--- src/rtl/cetc_pkg.sv ---
// cetc_pkg: shared types, calendar constants and reciprocal multipliers
// for the civil/epoch time converter. Used by every module in rtl/.
`default_nettype none

package cetc_pkg;

  // Broken-down UTC time, one field per calendar unit
  typedef struct packed {
    logic [13:0] year;
    logic [3:0]  month;
    logic [4:0]  day;
    logic [4:0]  hour;
    logic [5:0]  minute;
    logic [5:0]  second;
  } civil_t;

  // Register stages inside each conversion path (both paths match)
  localparam int PIPE_DEPTH = 13;

  localparam longint SECS_PER_DAY  = 86400;
  localparam longint SECS_PER_HOUR = 3600;
  localparam longint SECS_PER_MIN  = 60;
  localparam longint DAYS_PER_ERA  = 146097;
  localparam longint DAYS_TO_EPOCH = 719468;
  localparam longint YEARS_PER_ERA = 400;
  localparam longint DAYS_PER_YEAR = 365;
  localparam longint MONTH_JAN_MP  = 10;    // March-based month index of January

  // 86400 = 675 << 7: the low 7 bits of the seconds bypass the day divide
  localparam int     DAY_LSB = 7;
  localparam longint DAY_DIV = SECS_PER_DAY >> DAY_LSB;

  // Bias the signed epoch by a whole number of days so it is never negative
  localparam longint      DAY_BIAS   = ((longint'(1) << 38) + SECS_PER_DAY - 1) / SECS_PER_DAY;
  localparam logic [39:0] EPOCH_BIAS = 40'(DAY_BIAS * SECS_PER_DAY);
  // Whole eras added back so the day count stays non-negative
  localparam longint      ERA_BIAS   = (DAY_BIAS - DAYS_TO_EPOCH + DAYS_PER_ERA - 1) / DAYS_PER_ERA;
  localparam logic [23:0] DAY_ZERO   = 24'(DAYS_TO_EPOCH - DAY_BIAS + ERA_BIAS * DAYS_PER_ERA);
  localparam logic [15:0] YEAR_BIAS  = 16'(ERA_BIAS * YEARS_PER_ERA);

  // Civil-to-epoch: era index is biased by one, fold it into the day offset
  localparam logic signed [24:0] DAY_OFFSET = 25'(DAYS_PER_ERA + DAYS_TO_EPOCH);
  localparam logic signed [17:0] SECS_PER_DAY_S = 18'(SECS_PER_DAY);

  // Reciprocal multipliers: q = (x * RCP) >> SH, exact while x * (d - 1) < 2^SH
  localparam int SH_DAY_HI = 27;
  localparam int SH_DAY_LO = 36;
  localparam int SH_ERA    = 42;
  localparam int SH_HOUR   = 29;
  localparam int SH_MIN    = 18;
  localparam int SH_1460   = 29;
  localparam int SH_36524  = 34;
  localparam int SH_365    = 27;
  localparam int SH_153    = 19;
  localparam int SH_400    = 24;

  localparam logic [17:0] RCP_DAY_HI =
    18'(((longint'(1) << SH_DAY_HI) + DAY_DIV - 1) / DAY_DIV);
  localparam logic [26:0] RCP_DAY_LO =
    27'(((longint'(1) << SH_DAY_LO) + DAY_DIV - 1) / DAY_DIV);
  localparam logic [24:0] RCP_ERA =
    25'(((longint'(1) << SH_ERA) + DAYS_PER_ERA - 1) / DAYS_PER_ERA);
  localparam logic [17:0] RCP_HOUR =
    18'(((longint'(1) << SH_HOUR) + SECS_PER_HOUR - 1) / SECS_PER_HOUR);
  localparam logic [12:0] RCP_MIN =
    13'(((longint'(1) << SH_MIN) + SECS_PER_MIN - 1) / SECS_PER_MIN);
  localparam logic [18:0] RCP_1460 =
    19'(((longint'(1) << SH_1460) + 1460 - 1) / 1460);
  localparam logic [18:0] RCP_36524 =
    19'(((longint'(1) << SH_36524) + 36524 - 1) / 36524);
  localparam logic [18:0] RCP_365 =
    19'(((longint'(1) << SH_365) + DAYS_PER_YEAR - 1) / DAYS_PER_YEAR);
  localparam logic [11:0] RCP_153 =
    12'(((longint'(1) << SH_153) + 153 - 1) / 153);
  localparam logic [15:0] RCP_400 =
    16'(((longint'(1) << SH_400) + YEARS_PER_ERA - 1) / YEARS_PER_ERA);

  // Day of the March-based year on which a month starts: (153 * mp + 2) / 5
  function automatic logic [8:0] month_start(input logic [3:0] mp);
    logic [8:0] r;
    unique case (mp)
      4'd0:    r = 9'd0;
      4'd1:    r = 9'd31;
      4'd2:    r = 9'd61;
      4'd3:    r = 9'd92;
      4'd4:    r = 9'd122;
      4'd5:    r = 9'd153;
      4'd6:    r = 9'd184;
      4'd7:    r = 9'd214;
      4'd8:    r = 9'd245;
      4'd9:    r = 9'd275;
      4'd10:   r = 9'd306;
      4'd11:   r = 9'd337;
      4'd12:   r = 9'd367;
      default: r = 9'd0;
    endcase
    return r;
  endfunction

endpackage

`default_nettype wire

--- src/rtl/cetc_to_civil.sv ---
// cetc_to_civil: epoch seconds to civil time, thirteen register stages,
// all divides by reciprocal multiply. Depends on cetc_pkg.
`default_nettype none

module cetc_to_civil (
  input  logic                  clk,
  input  logic                  rst,
  input  logic                  in_valid,
  input  logic signed [38:0]    epoch,
  output logic                  out_valid,
  output cetc_pkg::civil_t      civil
);

  logic [cetc_pkg::PIPE_DEPTH-1:0] vld;

  logic [39:0] s1_u;
  logic [39:0] s2_u;
  logic [7:0]  s2_qh;
  logic [7:0]  s3_qh;
  logic [25:0] s3_w;
  logic [6:0]  s3_lo;
  logic [7:0]  s4_qh;
  logic [25:0] s4_w;
  logic [6:0]  s4_lo;
  logic [15:0] s4_ql;
  logic [23:0] s5_z;
  logic [16:0] s5_rem;
  logic [23:0] s6_z;
  logic [16:0] s6_rem;
  logic [6:0]  s6_era;
  logic [4:0]  s6_hour;
  logic [17:0] s7_doe;
  logic [6:0]  s7_era;
  logic [4:0]  s7_hour;
  logic [11:0] s7_ms;
  logic [17:0] s8_doe;
  logic [6:0]  s8_era;
  logic [4:0]  s8_hour;
  logic [11:0] s8_ms;
  logic [5:0]  s8_min;
  logic [7:0]  s8_a;
  logic [2:0]  s8_b;
  logic        s8_c;
  logic [17:0] s9_x;
  logic [17:0] s9_doe;
  logic [6:0]  s9_era;
  logic [4:0]  s9_hour;
  logic [5:0]  s9_min;
  logic [5:0]  s9_sec;
  logic [8:0]  s10_yoe;
  logic [17:0] s10_doe;
  logic [6:0]  s10_era;
  logic [4:0]  s10_hour;
  logic [5:0]  s10_min;
  logic [5:0]  s10_sec;
  logic [8:0]  s11_doy;
  logic [15:0] s11_yr;
  logic [4:0]  s11_hour;
  logic [5:0]  s11_min;
  logic [5:0]  s11_sec;
  logic [3:0]  s12_mp;
  logic [8:0]  s12_doy;
  logic [15:0] s12_yr;
  logic [4:0]  s12_hour;
  logic [5:0]  s12_min;
  logic [5:0]  s12_sec;

  logic [34:0] prod_qh;
  logic [9:0]  rh;
  logic [52:0] prod_ql;
  logic [9:0]  rl;
  logic [48:0] prod_era;
  logic [34:0] prod_hr;
  logic [17:0] doe;
  logic [11:0] ms;
  logic [36:0] prod_a;
  logic [36:0] prod_b;
  logic [24:0] prod_mn;
  logic [17:0] x;
  logic [5:0]  sec;
  logic [36:0] prod_y;
  logic [1:0]  yd100;
  logic [8:0]  doy;
  logic [15:0] yr;
  logic [10:0] n;
  logic [22:0] prod_mp;
  logic        jan_feb;
  logic [3:0]  month;
  logic [4:0]  day;

  always_comb begin
    // day count = (u >> 7) / 675, done as two long-division digits: 8-bit high, 16-bit low
    prod_qh  = 35'(s1_u[39:23]) * 35'(cetc_pkg::RCP_DAY_HI);
    rh       = 10'(s2_u[39:23] - 17'(s2_qh) * 17'(cetc_pkg::DAY_DIV));
    prod_ql  = 53'(s3_w) * 53'(cetc_pkg::RCP_DAY_LO);
    rl       = 10'(s4_w - 26'(s4_ql) * 26'(cetc_pkg::DAY_DIV));

    prod_era = 49'(s5_z) * 49'(cetc_pkg::RCP_ERA);
    prod_hr  = 35'(s5_rem) * 35'(cetc_pkg::RCP_HOUR);

    doe = 18'(s6_z - 24'(s6_era) * 24'(cetc_pkg::DAYS_PER_ERA));
    ms  = 12'(s6_rem - 17'(s6_hour) * 17'(cetc_pkg::SECS_PER_HOUR));

    prod_a  = 37'(s7_doe) * 37'(cetc_pkg::RCP_1460);
    prod_b  = 37'(s7_doe) * 37'(cetc_pkg::RCP_36524);
    prod_mn = 25'(s7_ms) * 25'(cetc_pkg::RCP_MIN);

    x   = s8_doe - 18'(s8_a) + 18'(s8_b) - 18'(s8_c);
    sec = 6'(s8_ms - 12'(s8_min) * 12'(cetc_pkg::SECS_PER_MIN));

    prod_y = 37'(s9_x) * 37'(cetc_pkg::RCP_365);

    priority if (s10_yoe >= 9'd300) yd100 = 2'd3;
    else if (s10_yoe >= 9'd200)     yd100 = 2'd2;
    else if (s10_yoe >= 9'd100)     yd100 = 2'd1;
    else                            yd100 = 2'd0;
    doy = 9'(s10_doe - 18'(s10_yoe) * 18'(cetc_pkg::DAYS_PER_YEAR)
          - 18'(s10_yoe[8:2]) + 18'(yd100));
    yr  = 16'(s10_yoe) + 16'(s10_era) * 16'(cetc_pkg::YEARS_PER_ERA) - cetc_pkg::YEAR_BIAS;

    n       = 11'(s11_doy) * 11'd5 + 11'd2;
    prod_mp = 23'(n) * 23'(cetc_pkg::RCP_153);

    // January and February belong to the next calendar year
    jan_feb = (s12_mp >= 4'(cetc_pkg::MONTH_JAN_MP));
    month   = jan_feb ? 4'(s12_mp - 4'd9) : 4'(s12_mp + 4'd3);
    day     = 5'(s12_doy - cetc_pkg::month_start(s12_mp) + 9'd1);
  end

  always_ff @(posedge clk) begin
    if (rst) begin
      vld <= '0;
    end else begin
      vld <= {vld[cetc_pkg::PIPE_DEPTH-2:0], in_valid};
    end
  end

  always_ff @(posedge clk) begin
    s1_u     <= 40'(epoch) + cetc_pkg::EPOCH_BIAS;

    s2_u     <= s1_u;
    s2_qh    <= prod_qh[cetc_pkg::SH_DAY_HI +: 8];

    s3_qh    <= s2_qh;
    s3_w     <= {rh, s2_u[22:7]};
    s3_lo    <= s2_u[6:0];

    s4_qh    <= s3_qh;
    s4_w     <= s3_w;
    s4_lo    <= s3_lo;
    s4_ql    <= prod_ql[cetc_pkg::SH_DAY_LO +: 16];

    s5_z     <= {s4_qh, s4_ql} + cetc_pkg::DAY_ZERO;
    s5_rem   <= {rl, s4_lo};

    s6_z     <= s5_z;
    s6_rem   <= s5_rem;
    s6_era   <= prod_era[cetc_pkg::SH_ERA +: 7];
    s6_hour  <= prod_hr[cetc_pkg::SH_HOUR +: 5];

    s7_doe   <= doe;
    s7_era   <= s6_era;
    s7_hour  <= s6_hour;
    s7_ms    <= ms;

    s8_doe   <= s7_doe;
    s8_era   <= s7_era;
    s8_hour  <= s7_hour;
    s8_ms    <= s7_ms;
    s8_min   <= prod_mn[cetc_pkg::SH_MIN +: 6];
    s8_a     <= prod_a[cetc_pkg::SH_1460 +: 8];
    s8_b     <= prod_b[cetc_pkg::SH_36524 +: 3];
    s8_c     <= (s7_doe == 18'(cetc_pkg::DAYS_PER_ERA - 1));

    s9_x     <= x;
    s9_doe   <= s8_doe;
    s9_era   <= s8_era;
    s9_hour  <= s8_hour;
    s9_min   <= s8_min;
    s9_sec   <= sec;

    s10_yoe  <= prod_y[cetc_pkg::SH_365 +: 9];
    s10_doe  <= s9_doe;
    s10_era  <= s9_era;
    s10_hour <= s9_hour;
    s10_min  <= s9_min;
    s10_sec  <= s9_sec;

    s11_doy  <= doy;
    s11_yr   <= yr;
    s11_hour <= s10_hour;
    s11_min  <= s10_min;
    s11_sec  <= s10_sec;

    s12_mp   <= prod_mp[cetc_pkg::SH_153 +: 4];
    s12_doy  <= s11_doy;
    s12_yr   <= s11_yr;
    s12_hour <= s11_hour;
    s12_min  <= s11_min;
    s12_sec  <= s11_sec;

    civil.year   <= 14'(s12_yr + 16'(jan_feb));
    civil.month  <= month;
    civil.day    <= day;
    civil.hour   <= s12_hour;
    civil.minute <= s12_min;
    civil.second <= s12_sec;
  end

  assign out_valid = vld[cetc_pkg::PIPE_DEPTH-1];

  a_civil_latency: assert property (@(posedge clk) disable iff (rst)
    in_valid |-> ##(cetc_pkg::PIPE_DEPTH) out_valid)
    else $error("epoch-to-civil item did not emerge after the pipeline depth");

  a_civil_date_range: assert property (@(posedge clk) disable iff (rst)
    out_valid |-> (civil.month >= 4'd1 && civil.month <= 4'd12 &&
                   civil.day >= 5'd1 && civil.day <= 5'd31))
    else $error("month or day out of range at the civil output");

  a_civil_time_range: assert property (@(posedge clk) disable iff (rst)
    out_valid |-> (civil.hour < 5'd24 && civil.minute < 6'd60 && civil.second < 6'd60))
    else $error("time of day out of range at the civil output");

endmodule

`default_nettype wire

--- config.mk ---
export PLATFORM = sky130hd
export DESIGN_NAME = cetc_to_civil
export DESIGN_NICKNAME = d
export VERILOG_FILES = /design/src/rtl/cetc_pkg.sv /design/src/rtl/cetc_to_civil.sv
export SDC_FILE = /design/constraint.sdc
export NUM_CORES = 2
export LEC_CHECK = 0
export ABC_AREA = 1
export BUFFER_PORTS_ARGS = -buffer_cell sky130_fd_sc_hd__buf_2
export CAP_MARGIN = 20
export CORE_MARGIN = 5
export CORE_UTILIZATION = 55
export DETAILED_ROUTE_END_ITERATION = 12
export GPL_ROUTABILITY_DRIVEN = 1
export PLACE_DENSITY = 0.68
export SLEW_MARGIN = 10
export SYNTH_ARGS = -nofsm -noshare
export SYNTH_HDL_FRONTEND = slang
export SYNTH_SLANG_ARGS = --single-unit
export TNS_END_PERCENT = 20
--- constraint.sdc ---
create_clock -name clk -period 7.5 [get_ports clk]
set_input_delay 1.125 -clock clk [delete_from_list [all_inputs] [get_ports clk]]
set_output_delay 1.125 -clock clk [all_outputs]
set_load 0.01 [all_outputs]
==> impl_metrics.tcl <==
set metrics [dict create \
    core_area_sq_um 132000 \
    drt_iter0_drc 2587 \
    timing.final.crit_share_pct 81.2 \
    arrival_ps 6660 \
    ctsLongestPathBuffers 3 \
    routedWlPerCell_um 17.1 \
    via_per_inst 5.16 \
    cts_setup_buffers 0 \
    grt_max_degree 16 \
    grt_pass1_vias 54600 \
    die_height_um 374 \
    startpoint_type "flop" \
    r2r_cells 20 \
    tightest_slew_ps 1010 \
    tns_ps 0 \
    syn_avg_cell_area_sq_um 9.31 \
    die-area_sq_um 140000 \
    holdPathEnd "s3_lo[3]" \
    ys_seq_elements 573 \
    die_w_um 374 \
    synth_ff_type "dfxtp_1" \
    r2r_end "s6_era[4]" \
    finalHoldViolCount 0 \
    min_from "s2_u[3]" \
    fillCellCount 11500 \
    drtPass1Iterations 5 \
    netlist.area_leader.share_pct 28.5 \
    h-tree-depth 3 \
    grt_overflow 0 \
    syn_nets 10500 \
    cts_tree "done" \
    area_delta_synth_final_pct 7.06 \
    period_needed_ps 6090 \
    holdCritPathClass "reg2reg" \
    root_buffer "clkbuf_16" \
    end_kind "flop" \
    worstPathMaxFanout 8 \
    wirelength_um 168000 \
    synth_cell_types 52 \
    grt_setup_unrepaired "false" \
    dr_total_vias 50600 \
    numCtsBuffers 69 \
    fmax_mhz 164 \
    syn_area_sq_um 72900 \
    grt_pass1_wl_um 280000 \
    initial_core_util_pct 55.4 \
    async_flop_share_pct 0 \
    skew_ps 40.4 \
    setup_viol 0 \
    synth.most_common_cell "inv_1" \
    cp.required_ps 8080 \
    drive_gt1_share_pct 3.17 \
    io_buffers 82 \
    dp_hpwl_um 147000 \
    ys_top_cells_by_count "1970 x inv_1, 1661 x ha_1, 1003 x fa_1" \
    globalplace.congestion 0.957 \
    synth-edff-count 0 \
    worstReg2RegStart "s5_z[2]" \
    relSlewSlack_pct 32.9 \
    drv_cap 0 \
    drc 0 \
    layout.nets 10700 \
    drv_slew 0 \
    yosysSeqAreaShare_pct 15.7 \
    cts-hold-fix-buffers 0 \
    antenna_found_initial 1 \
    antenna_left 0 \
    clkLatencyLatePin_ps 680 \
    synth_warnings 0 \
    r2r_setup_slack_ps 1410 \
    status "finished, final reports clean" \
    yosys.area.top_type "ha_1" \
    grtUsageTotal_pct 24.7 \
    synthTopCellsByArea "ha_1 29%, fa_1 28%, dfxtp_1 16%, inv_1 10%, nand2_1 4.6%" \
    path_clk_slew_ps 70 \
    min_path_cells 0 \
    clock-sinks 573 \
    io_pins 83 \
    rows 133 \
    syn_inst 7823 \
    critPathKind "reg2reg" \
    postCtsResizedCells 0 \
]
[state kept, by name, summed over array words and instances, names as in the netlist, 24 cells and up, named ones only]
name   count
civil     40
s3_w      26
s1_u      40
s5_z      24
s2_u      33
[placed cells by master, fill, tap and decap left out, drive strengths merged, types with 3 or more instances in the layout]
cell type and n:
o2111ai 4, nand2 894, a211oi 6, bufinv 9
xnor2 98, buf 105, o211ai 12, clkinv 16
and3 3, nor3 76, o21bai 34, a31oi 28
fa 1003, nor2 357, nor4 28, or2 6
nand3b 9, o21ai 192, nor3b 5, dfxtp 573
a21boi 20, o21a 13, clkinvlp 6, and2 6
ha 1661, xor2 144, clkbuf 82, nand3 197
inv 1990, o31ai 11, a21o 49, nand4 68
a21oi 334
[worst max path at each step]
stage,slack [ps],cells past startpoint,end,startpoint
after floorplan,1940,19,s6_era[5],s5_z[2]
after CTS,1380,20,s6_era[4],s5_z[3]
final,1410,20,s6_era[4],s5_z[2]
after global placement,1390,20,s6_era[4],s5_z[2]
after detailed placement,1390,20,s6_era[4],s5_z[3]
after global routing,970,19,s6_era[5],s5_z[3]
[cells by family after synthesis]
family          Yosys count  share of synthesized area (%)
xor+xnor                242                           2.91
compound gates          710                           5.48
flops                   573                           15.7
fa+ha+maj              2664                           56.1
buf+inv                1985                           10.2
simple gates           1649                           9.56
[critical path, stage by stage, from the launching register on]
cell and delay, ps:
dfxtp_1 580, inv_1 170, fa_1 530, inv_1 50
fa_1 500, inv_1 70, fa_1 500, fa_1 540
inv_1 60, fa_1 500, fa_1 530, fa_1 500
ha_1 350, a21oi_1 220, o21ai_0 120, a21oi_1 290
nor2_1 80, o21bai_1 190, nand3_1 100, nand2_1 60
nand2_1 50
[routing by layer]
metal	vias up	track usage [%]	wire, um	share of wire, %
li1	24900	-	-	-
met3	292	3.44	7090	4.2
met4	0	7.72	5960	3.5
met1	24400	31.6	72500	43
met5	-	0	0	0
met2	1015	43.5	82300	49
[metrics by stage]
step / instances / hold slack [ps] / cell area, sq um / utilization [%] / worst slack (ps)
detailed placement: 9680 / 312 / 75600 / 57.5 / 1390
global route: 9801 / 307 / 78000 / 59.3 / 970
finish: 9802 / 298 / 78000 / 59.3 / 1410
floorplan: 7823 / 310 / 72900 / - / 1940
CTS: 9801 / 300 / 78000 / 59.3 / 1380
global placement: 9680 / 310 / 75600 / 57.5 / 1390
[final cells by class]
cell class	count	area [sq um]	share of cell area, %
multi-input cells	5265	53900	69.1
flip-flops and latches	573	11500	14.7
inverters	1982	7440	9.54
well taps	1755	2200	2.81
clock buffers	82	1830	2.34
repair buffers	105	583	0.747
clock inverters	39	549	0.704
diodes	1	2.50	0.00321
Power is not shown: default switching activity piles up to over one toggle a cycle in this logic, so the estimate is an artifact.
