`src/rtl/cetc_pkg.sv`:
```
// cetc_pkg: shared types, calendar constants and reciprocal multipliers
// for the civil/epoch time converter. Used by every module in rtl/.
`default_nettype none

package cetc_pkg;

  // Broken-down UTC time, one field per calendar unit
  typedef struct packed {
    logic [13:0] year;
    logic [3:0]  month;
    logic [4:0]  day;
    logic [4:0]  hour;
    logic [5:0]  minute;
    logic [5:0]  second;
  } civil_t;

  // Register stages inside each conversion path (both paths match)
  localparam int PIPE_DEPTH = 13;

  localparam longint SECS_PER_DAY  = 86400;
  localparam longint SECS_PER_HOUR = 3600;
  localparam longint SECS_PER_MIN  = 60;
  localparam longint DAYS_PER_ERA  = 146097;
  localparam longint DAYS_TO_EPOCH = 719468;
  localparam longint YEARS_PER_ERA = 400;
  localparam longint DAYS_PER_YEAR = 365;
  localparam longint MONTH_JAN_MP  = 10;    // March-based month index of January

  // 86400 = 675 << 7: the low 7 bits of the seconds bypass the day divide
  localparam int     DAY_LSB = 7;
  localparam longint DAY_DIV = SECS_PER_DAY >> DAY_LSB;

  // Bias the signed epoch by a whole number of days so it is never negative
  localparam longint      DAY_BIAS   = ((longint'(1) << 38) + SECS_PER_DAY - 1) / SECS_PER_DAY;
  localparam logic [39:0] EPOCH_BIAS = 40'(DAY_BIAS * SECS_PER_DAY);
  // Whole eras added back so the day count stays non-negative
  localparam longint      ERA_BIAS   = (DAY_BIAS - DAYS_TO_EPOCH + DAYS_PER_ERA - 1) / DAYS_PER_ERA;
  localparam logic [23:0] DAY_ZERO   = 24'(DAYS_TO_EPOCH - DAY_BIAS + ERA_BIAS * DAYS_PER_ERA);
  localparam logic [15:0] YEAR_BIAS  = 16'(ERA_BIAS * YEARS_PER_ERA);

  // Civil-to-epoch: era index is biased by one, fold it into the day offset
  localparam logic signed [24:0] DAY_OFFSET = 25'(DAYS_PER_ERA + DAYS_TO_EPOCH);
  localparam logic signed [17:0] SECS_PER_DAY_S = 18'(SECS_PER_DAY);

  // Reciprocal multipliers: q = (x * RCP) >> SH, exact while x * (d - 1) < 2^SH
  localparam int SH_DAY_HI = 27;
  localparam int SH_DAY_LO = 36;
  localparam int SH_ERA    = 42;
  localparam int SH_HOUR   = 29;
  localparam int SH_MIN    = 18;
  localparam int SH_1460   = 29;
  localparam int SH_36524  = 34;
  localparam int SH_365    = 27;
  localparam int SH_153    = 19;
  localparam int SH_400    = 24;

  localparam logic [17:0] RCP_DAY_HI =
    18'(((longint'(1) << SH_DAY_HI) + DAY_DIV - 1) / DAY_DIV);
  localparam logic [26:0] RCP_DAY_LO =
    27'(((longint'(1) << SH_DAY_LO) + DAY_DIV - 1) / DAY_DIV);
  localparam logic [24:0] RCP_ERA =
    25'(((longint'(1) << SH_ERA) + DAYS_PER_ERA - 1) / DAYS_PER_ERA);
  localparam logic [17:0] RCP_HOUR =
    18'(((longint'(1) << SH_HOUR) + SECS_PER_HOUR - 1) / SECS_PER_HOUR);
  localparam logic [12:0] RCP_MIN =
    13'(((longint'(1) << SH_MIN) + SECS_PER_MIN - 1) / SECS_PER_MIN);
  localparam logic [18:0] RCP_1460 =
    19'(((longint'(1) << SH_1460) + 1460 - 1) / 1460);
  localparam logic [18:0] RCP_36524 =
    19'(((longint'(1) << SH_36524) + 36524 - 1) / 36524);
  localparam logic [18:0] RCP_365 =
    19'(((longint'(1) << SH_365) + DAYS_PER_YEAR - 1) / DAYS_PER_YEAR);
  localparam logic [11:0] RCP_153 =
    12'(((longint'(1) << SH_153) + 153 - 1) / 153);
  localparam logic [15:0] RCP_400 =
    16'(((longint'(1) << SH_400) + YEARS_PER_ERA - 1) / YEARS_PER_ERA);

  // Day of the March-based year on which a month starts: (153 * mp + 2) / 5
  function automatic logic [8:0] month_start(input logic [3:0] mp);
    logic [8:0] r;
    unique case (mp)
      4'd0:    r = 9'd0;
      4'd1:    r = 9'd31;
      4'd2:    r = 9'd61;
      4'd3:    r = 9'd92;
      4'd4:    r = 9'd122;
      4'd5:    r = 9'd153;
      4'd6:    r = 9'd184;
      4'd7:    r = 9'd214;
      4'd8:    r = 9'd245;
      4'd9:    r = 9'd275;
      4'd10:   r = 9'd306;
      4'd11:   r = 9'd337;
      4'd12:   r = 9'd367;
      default: r = 9'd0;
    endcase
    return r;
  endfunction

endpackage

`default_nettype wire

```
`src/rtl/cetc_to_epoch.sv`:
```
// cetc_to_epoch: civil time to epoch seconds, seven compute stages plus
// a delay line to match the epoch-to-civil path. Depends on cetc_pkg.
`default_nettype none

module cetc_to_epoch (
  input  logic                  clk,
  input  logic                  rst,
  input  logic                  in_valid,
  input  cetc_pkg::civil_t      civil,
  output logic                  out_valid,
  output logic signed [38:0]    epoch
);

  localparam int PAD = cetc_pkg::PIPE_DEPTH - 7;

  logic [cetc_pkg::PIPE_DEPTH-1:0] vld;

  // stage 1
  logic [14:0]        e1_v;
  logic signed [9:0]  e1_doy;
  logic [4:0]         e1_hour;
  logic [5:0]         e1_min;
  logic [5:0]         e1_sec;
  // stage 2
  logic [14:0]        e2_v;
  logic [5:0]         e2_era;
  logic signed [9:0]  e2_doy;
  logic [16:0]        e2_tod;
  // stage 3
  logic [8:0]         e3_yoe;
  logic [5:0]         e3_era;
  logic signed [9:0]  e3_doy;
  logic [16:0]        e3_tod;
  // stage 4
  logic [5:0]         e4_era;
  logic signed [18:0] e4_doe;
  logic [16:0]        e4_tod;
  // stage 5
  logic signed [24:0] e5_days;
  logic [16:0]        e5_tod;
  // stage 6
  logic [38:0]        e6_prod;
  logic [16:0]        e6_tod;
  // stage 7 and delay line
  logic [38:0]        e7_epoch;
  logic [38:0]        dly [PAD];

  logic               le2;
  logic [3:0]         mp;
  logic [14:0]        v;
  logic signed [9:0]  doy;
  logic [30:0]        prod_era;
  logic [16:0]        tod;
  logic [8:0]         yoe;
  logic [1:0]         yd100;
  logic [17:0]        base;
  logic signed [18:0] doe;
  logic [23:0]        era_days;
  logic signed [24:0] days;
  logic signed [41:0] prod_secs;

  always_comb begin
    // January and February count as months 10 and 11 of the year before
    le2 = (civil.month <= 4'd2);
    mp  = le2 ? 4'(civil.month + 4'd9) : 4'(civil.month - 4'd3);
    v   = 15'(civil.year) + 15'(cetc_pkg::YEARS_PER_ERA) - 15'(le2);
    doy = $signed(10'(cetc_pkg::month_start(mp))) + $signed(10'(civil.day)) - 10'sd1;

    prod_era = 31'(e1_v) * 31'(cetc_pkg::RCP_400);
    tod      = 17'(e1_hour) * 17'(cetc_pkg::SECS_PER_HOUR)
             + 17'(e1_min) * 17'(cetc_pkg::SECS_PER_MIN) + 17'(e1_sec);

    yoe = 9'(e2_v - 15'(e2_era) * 15'(cetc_pkg::YEARS_PER_ERA));

    priority if (e3_yoe >= 9'd300) yd100 = 2'd3;
    else if (e3_yoe >= 9'd200)     yd100 = 2'd2;
    else if (e3_yoe >= 9'd100)     yd100 = 2'd1;
    else                           yd100 = 2'd0;
    base = 18'(18'(e3_yoe) * 18'(cetc_pkg::DAYS_PER_YEAR) + 18'(e3_yoe[8:2]) - 18'(yd100));
    doe  = $signed({1'b0, base}) + 19'(e3_doy);

    era_days = 24'(e4_era) * 24'(cetc_pkg::DAYS_PER_ERA);
    days     = $signed({1'b0, era_days}) + 25'(e4_doe) - cetc_pkg::DAY_OFFSET;

    // wraps modulo 2^39 by keeping the low bits
    prod_secs = e5_days * cetc_pkg::SECS_PER_DAY_S;
  end

  always_ff @(posedge clk) begin
    if (rst) begin
      vld <= '0;
    end else begin
      vld <= {vld[cetc_pkg::PIPE_DEPTH-2:0], in_valid};
    end
  end

  always_ff @(posedge clk) begin
    e1_v     <= v;
    e1_doy   <= doy;
    e1_hour  <= civil.hour;
    e1_min   <= civil.minute;
    e1_sec   <= civil.second;

    e2_v     <= e1_v;
    e2_era   <= prod_era[cetc_pkg::SH_400 +: 6];
    e2_doy   <= e1_doy;
    e2_tod   <= tod;

    e3_yoe   <= yoe;
    e3_era   <= e2_era;
    e3_doy   <= e2_doy;
    e3_tod   <= e2_tod;

    e4_era   <= e3_era;
    e4_doe   <= doe;
    e4_tod   <= e3_tod;

    e5_days  <= days;
    e5_tod   <= e4_tod;

    e6_prod  <= prod_secs[38:0];
    e6_tod   <= e5_tod;

    e7_epoch <= e6_prod + 39'(e6_tod);

    dly[0] <= e7_epoch;
    for (int i = 1; i < PAD; i++) begin
      dly[i] <= dly[i-1];
    end
  end

  assign out_valid = vld[cetc_pkg::PIPE_DEPTH-1];
  assign epoch     = $signed(dly[PAD-1]);

  a_epoch_latency: assert property (@(posedge clk) disable iff (rst)
    in_valid |-> ##(cetc_pkg::PIPE_DEPTH) out_valid)
    else $error("civil-to-epoch item did not emerge after the pipeline depth");

endmodule

`default_nettype wire

```
`config.mk`:
```
export PLATFORM = sky130hd
export DESIGN_NAME = cetc_to_epoch
export DESIGN_NICKNAME = d
export VERILOG_FILES = /design/src/rtl/cetc_pkg.sv /design/src/rtl/cetc_to_epoch.sv
export SDC_FILE = /design/constraint.sdc
export NUM_CORES = 1
export LEC_CHECK = 0
export BUFFER_PORTS_ARGS = -buffer_cell sky130_fd_sc_hd__buf_4
export CAP_MARGIN = 20
export CORE_MARGIN = 2
export CORE_UTILIZATION = 60
export CTS_BUF_LIST = sky130_fd_sc_hd__clkbuf_16
export CTS_CLUSTER_DIAMETER = 80
export DETAILED_ROUTE_END_ITERATION = 8
export PLACE_DENSITY_LB_ADDON = 0.05
export SYNTH_ARGS = -nofsm -noshare
export SYNTH_HDL_FRONTEND = slang
export SYNTH_SLANG_ARGS = --single-unit
```
`constraint.sdc`:
```
create_clock -name clk -period 7.85 [get_ports clk]
set_input_delay 1.1775 -clock clk [delete_from_list [all_inputs] [get_ports clk]]
set_output_delay 1.1775 -clock clk [all_outputs]
set_load 0.02 [all_outputs]
```
==> results of run 1 <==
==> logic make-up (layout without fill, tap and decap cells) <==
family	after synthesis	after routing	synth area share, %
AOI/OAI and AO/OA	398	398	9.15
and+or+nand+nor	302	302	5.29
muxes	3	3	0.108
adders and majority gates	691	691	35.3
xor gates and xnor gates	176	176	5.33
DFF	545	545	37.7
buffers and inverters	547	710	7.10
==> flip-flops by register name (all words and copies together), names as in the netlist <==
signal and flops:
dly 234, e7_epoch 39, e6_prod 32, e5_days 25, e4_doe 19, e2_tod 17
e3_tod 17, e4_tod 17, e5_tod 17, e6_tod 17, e1_v 15, vld 13
e1_doy 10, e2_doy 10, e3_doy 10, e2_v 9, e3_yoe 9, e1_min 6
e1_sec 6, e2_era 6, e3_era 6, e4_era 6, e1_hour 5
==> worst max-delay path, stage by stage, from the launching register on <==
cell,delay (ns)
dfxtp_1,0.54
inv_1,0.17
ha_1,0.21
a21oi_1,0.13
o21ai_0,0.11
a221o_1,0.38
nor2_1,0.16
ha_1,0.19
inv_1,0.05
ha_1,0.19
fa_1,0.48
fa_1,0.61
inv_1,0.06
ha_1,0.28
a21o_1,0.19
a211oi_1,0.31
nor2_1,0.09
nor2_1,0.12
xnor2_1,0.13
ha_1,0.30
a2111oi_0,0.46
o21ai_0,0.22
a21o_1,0.22
nor3_1,0.22
o31ai_1,0.18
o41ai_1,0.32
xnor2_1,0.17
==> layer usage <==
layer	global-route usage, %	wire [um]	up-vias
li1	-	-	8931
met1	24.2	21600	8194
met2	37.8	24600	169
met3	3.00	1240	77
met4	5.18	922	0
met5	0	0	-
==> cell usage after synthesis (all sizes together), types with 3 or more instances <==
master / n / area (sq um)
a2111oi: 9 / 141
a211o: 5 / 43.8
a211oi: 13 / 97.6
a21boi: 6 / 45.1
a21o: 52 / 390
a21oi: 129 / 646
a221oi: 3 / 32.5
a311oi: 5 / 50.0
a31oi: 14 / 87.6
and2: 6 / 40.0
and3: 15 / 93.8
and4: 8 / 70.1
clkbuf: 14 / 52.6
dfxtp: 545 / 10900
fa: 208 / 4160
ha: 483 / 6040
inv: 532 / 2000
nand2: 58 / 218
nand2b: 14 / 87.6
nand3: 35 / 175
nand3b: 3 / 22.5
nand4: 14 / 87.6
nor2: 77 / 289
nor2b: 31 / 194
nor3: 23 / 125
o2111ai: 3 / 26.3
o211ai: 11 / 82.6
o21a: 21 / 158
o21ai: 65 / 329
o21bai: 25 / 191
o22ai: 4 / 25.0
o311a: 3 / 30.0
o311ai: 5 / 51.3
o31a: 3 / 26.3
o31ai: 7 / 52.6
or2: 5 / 31.3
or3: 5 / 31.3
xnor2: 127 / 1110
xor2: 49 / 429
==> area by class of cell <==
type | instances | area [sq um]
clock buffer | 54 | 1350
clock inverter | 42 | 495
fill | 3693 | 15600
inverter | 532 | 2000
multi-input combinational | 1570 | 16000
sequential | 545 | 10900
tap | 615 | 769
timing repair buffer | 82 | 616
==> path summary, 6_finish.rpt <==
| path | slack (ns) | to | from | cells past startpoint |
|---|---|---|---|---|
| max | 1.28 | e4_doe[16] | e3_yoe[4] | 26 |
| min | 0.32 | dly[0][26] | e7_epoch[26] | 0 |
| max reg2reg | 1.28 | e4_doe[16] | e3_yoe[4] | 26 |
| min reg2reg | 0.32 | dly[0][26] | e7_epoch[26] | 0 |
==> per-stage QoR <==
| step | setup slack (ns) | hold WS, ns | area (sq um) |
|---|---|---|---|
| after floorplan | 1.99 | 0.310 | 28900 |
| after global placement | 1.46 | 0.309 | 30200 |
| after detailed placement | 1.31 | 0.312 | 30200 |
| after CTS | 1.30 | 0.311 | 32100 |
| after global routing | 0.779 | 0.325 | 32100 |
| final | 1.28 | 0.318 | 32100 |
==> impl_metrics.py, run 1 <==
metrics = {
    "yosys": {
        "synth_area_sq_um": 28900,
        "async_reset_ff_share_pct": 0,
        "ys_ff_latch": 545,
        "syn_nets": 3396,
        "synthCells": 2662,
        "synth_edf_count": 0,
        "syn_area_per_cell_sq_um": 10.9,
        "synth_seq_area_share_pct": 37.7,
        "ys_types": 70,
        "ys_warn_count": 0,
        "synthFlopType": "dfxtp_1",
    },
    "timing": {
        "slew_headroom_pct": 31.5,
        "timing.fmax_mhz": 152,
        "rsz0062_at_grt": "false",
        "hold_viol": 0,
        "min_period_over_period_pct": 83.6,
        "finalClockSkew_ns": 0.0171,
        "maxSlewViolCount": 0,
        "worst_pin_slew_ns": 1.02,
        "min_period_ns": 6.57,
        "setup_viol": 0,
        "final.setup.tns_ns": 0,
    },
    "clock_tree": {
        "clk_path_buf_depth": 3,
        "post_cts_resized": 0,
        "cts_tree": "done",
        "clk_pin_slew_ns": 0.06,
        "postCtsSetupRepairBufs": 0,
        "holdBufCountCts": 0,
        "htreeDepth": 2,
        "cts_num_sinks": 545,
        "clk_latency_ns": 0.61,
        "cts_root_buf": "clkbuf_16",
        "numCtsBuffers": 54,
    },
    "routing": {
        "antenna_left": 0,
        "viasPerCell": 5.05,
        "drt_pass1_iterations": 4,
        "drt_wl_total_um": 48400,
        "vias": 17400,
        "initialDrtViolationCount": 496,
        "route.detailed.drc": 0,
        "wl_per_cell_um": 14.1,
    },
    "flow_run": {
        "maxCapViolCount": 0,
    },
    "cells_and_area": {
        "instances_no_fill": 3440,
        "diodes": 0,
        "layout_common_cells": "dfxtp_1 (545), inv_1 (536), ha_1 (483)",
        "area_growth_pct": 11.0,
        "layout.nets": 3519,
        "final_common_cell": "dfxtp_1",
        "drive_above_1_share_pct": 6.76,
        "fin_util_pct": 67.4,
    },
    "global_route": {
        "grt_overflow_total": 0,
        "grt_pass1_wl_um": 83100,
        "grt_use_total_pct": 20.2,
        "grt_pass1_vias": 18300,
        "antenna_found_initial": 0,
        "grt_max_degree": 17,
    },
    "place": {
        "port_buffers": 82,
        "place.gp.congestion": 0.858,
        "post-dp-hpwl_um": 39100,
        "dp.cells": 3344,
    },
    "hold_path": {
        "hold_path.class": "reg2reg",
    },
    "worst_setup_path": {
        "worst_setup_path_end_kind": "flop",
        "worst-path-max-fanout": 8,
        "crit_arrival_ns": 7.10,
        "start_kind": "flop",
        "path_class": "reg2reg",
        "required_ns": 8.38,
    },
    "die": {
        "die_y_um": 224,
        "rows": 80,
        "coreArea_sq_um": 47600,
        "dieWidth_um": 224,
        "pin_count": 83,
        "start_util_pct": 60.7,
        "die_area_sq_um": 50000,
    },
    "run_status": {
        "status": "completed",
    },
}
Power of run 1 is not shown: default switching activity piles up to over one toggle a cycle in this logic, so the estimate is an artifact.
==> inputs of run 2 (changes only) <==
- ABC_AREA: unset -> 1
- CORE_UTILIZATION: 60 -> 57
- clock period: 7.85 -> 5.4 ns (I/O delays scaled with it)
==> run 2 against run 1 <==
Synthesized area is 9.7% higher. Non-clock buffer count grew 35. Worst hold slack worse by 0.024 ns. Highest routed layer unchanged.
==> impl_metrics.py, run 2 <==
metrics = {
    "die": {
        "start_util_pct": 57.6,
        "die_y_um": 240,
        "rows": 86,
        "die_area_sq_um": 57500,
        "coreArea_sq_um": 55100,
        "pin_count": 83,
        "dieWidth_um": 240,
    },
    "worst_setup_path": {
        "path_class": "reg2reg",
        "required_ns": 5.96,
        "worst-path-max-fanout": 6,
        "worst_setup_path_end_kind": "flop",
        "start_kind": "flop",
        "crit_arrival_ns": 5.59,
    },
    "place": {
        "port_buffers": 82,
        "place.gp.congestion": 0.899,
        "post-dp-hpwl_um": 54500,
    },
    "yosys": {
        "synthSimpleGateAreaFrac_pct": 16.6,
        "ys_warn_count": 0,
        "synthFlopType": "dfxtp_1",
        "synthMuxAreaShare_pct": 0,
        "async_reset_ff_share_pct": 0,
        "synth_edf_count": 0,
        "synth_top_area_share_pct": 34.4,
        "synth_xor_area_share_pct": 3.42,
        "syn_area_per_cell_sq_um": 8.68,
        "synth_top_family_by_area": "adder cells",
        "synthAdderAreaFrac_pct": 32.2,
        "synth.area.top_cells": "dfxtp_1 (34%), ha_1 (19%), fa_1 (13%), inv_1 (9.3%), nand2_1 (9.3%)",
        "synthTopCellsByCount": "inv_1 (787), nand2_1 (785), dfxtp_1 (545), ha_1 (483), fa_1 (208)",
        "synth_seq_area_share_pct": 34.4,
        "synth_top_area_cell": "dfxtp_1",
        "synth_area_sq_um": 31700,
        "ys_types": 40,
        "syn_nets": 4386,
        "post-synth-top-count-cell": "inv_1",
        "synth_compound_area_share_pct": 4.06,
        "synthCells": 3652,
        "ys_ff_latch": 545,
    },
    "clock_tree": {
        "cts_tree": "done",
        "cts_num_sinks": 545,
        "clk_pin_slew_ns": 0.07,
        "holdBufCountCts": 0,
        "clk_latency_ns": 0.63,
        "numCtsBuffers": 53,
        "htreeDepth": 2,
        "clk_path_buf_depth": 3,
        "cts_root_buf": "clkbuf_16",
    },
    "timing": {
        "timing.fmax_mhz": 199,
        "final.setup.tns_ns": 0,
        "slew_headroom_pct": 63.3,
        "worst_pin_slew_ns": 0.550,
        "min_period_over_period_pct": 93.3,
        "finalClockSkew_ns": 0.0286,
        "hold_viol": 0,
        "min_period_ns": 5.04,
        "maxSlewViolCount": 0,
        "setup_viol": 0,
    },
    "routing": {
        "antenna_left": 0,
        "vias": 22700,
        "drt_wl_total_um": 66000,
        "initialDrtViolationCount": 1136,
        "drt_pass1_iterations": 5,
        "route.detailed.drc": 0,
        "wl_per_cell_um": 14.3,
        "viasPerCell": 4.93,
    },
    "run_status": {
        "status": "completed",
    },
    "cells_and_area": {
        "largest_register_ff_count": 234,
        "final_common_cell": "inv_1",
        "diodes": 0,
        "layout.nets": 4557,
        "layout_common_cells": "inv_1 (789), nand2_1 (781), dfxtp_1 (543)",
        "top_register": "dly",
        "fill_cells": 4717,
        "reg_top3": "dly x234, e7_epoch x39, e6_prod x32",
        "drive_above_1_share_pct": 6.57,
        "area_growth_pct": 12.0,
    },
    "global_route": {
        "grt_use_total_pct": 23.5,
        "grt_overflow_total": 0,
        "antenna_found_initial": 0,
        "grt_max_degree": 18,
        "grt_pass1_wl_um": 110000,
        "grt_pass1_vias": 22900,
    },
    "flow_run": {
        "maxCapViolCount": 0,
    },
    "hold_path": {
        "hold_path.class": "in2reg",
    },
}
## run 2: changes by cell type in the layout (fill, tap and decap cells not counted), sizes merged, moves of 27 or more
cell and delta:
xor2 +35, nor2b -31, xnor2 -87, buf +35
nor2 +129, inv +265, nand4 +27, a21o -41
nand2 +731, nand3 +129
## run 2: final timing paths
check | slack (ns) | from | endpoint | cells past startpoint
max | 0.36 | e3_yoe[3] | e4_doe[11] | 27
min | 0.29 | civil[16] | e1_hour[4] | 1
max reg2reg | 0.36 | e3_yoe[3] | e4_doe[11] | 27
min reg2reg | 0.30 | e3_tod[9] | e4_tod[9] | 0
## run 2: timing repair
item | 4_1_cts | 5_1_grt
buffers inserted | 0 | 1
resized for setup | 0 | 28
endpoints found under the setup margin | 0 | 13
## run 2: layer usage
| layer | global-route usage, % | wire [um] | vias up |
|---|---|---|---|
| met5 | 0 | 0 | - |
| met4 | 5.14 | 1210 | 0 |
| met3 | 2.92 | 2240 | 77 |
| met2 | 41.2 | 31700 | 356 |
| met1 | 31.1 | 30800 | 10700 |
| li1 | - | - | 11600 |
## run 2: per-stage QoR
step	instance area (sq um)	hold WS (ns)	worst slack [ns]	instances	util [%]
finish	35500	0.293	0.364	4615	64.5
global placement	33500	0.310	0.228	4515	60.8
detailed placement	33500	0.312	0.137	4515	60.8
global route	35500	0.260	-0.00526	4615	64.5
CTS	35400	0.255	0.149	4614	64.3
floorplan	31700	0.310	0.438	3652	-
## run 2: cells by family (layout without fill, tap and decap cells)
kind of cell,count (synthesis),after routing
AOI/OAI and AO/OA,238,238
xor gates and xnor gates,124,124
buffers and inverters,791,1006
adders and majority gates,691,691
DFF,545,545
and+or+nand+nor,1263,1263
## run 2: worst max-delay path, cell delays in order, from the launching register on
cell      delay (ns)
dfxtp_1         0.31
buf_4           0.16
ha_1            0.19
nand2_1         0.06
nand2_1         0.04
nand2_1         0.05
a21boi_0        0.09
a211oi_2        0.24
inv_1           0.08
nor2_1          0.13
ha_2            0.21
inv_1           0.05
ha_1            0.20
fa_1            0.55
fa_1            0.45
buf_4           0.16
fa_2            0.41
inv_2           0.08
nand3_1         0.08
nand2_2         0.11
a21oi_1         0.08
xnor2_1         0.14
ha_1            0.39
nand2_1         0.13
nor2_1          0.23
o21ai_0         0.14
nand3b_1        0.12
xor2_1          0.14
## run 2: layout make-up
cell class / instances / area [sq um] / share of cell area [%]
clock buffer: 53 / 1330 / 3.73
clock inverter: 46 / 569 / 1.60
inverter: 790 / 2970 / 8.35
multi-input combinational: 2316 / 17900 / 50.5
sequential: 545 / 10900 / 30.7
tap: 748 / 936 / 2.63
timing repair buffer: 117 / 878 / 2.47
Power of run 2 is left out for the same reason.
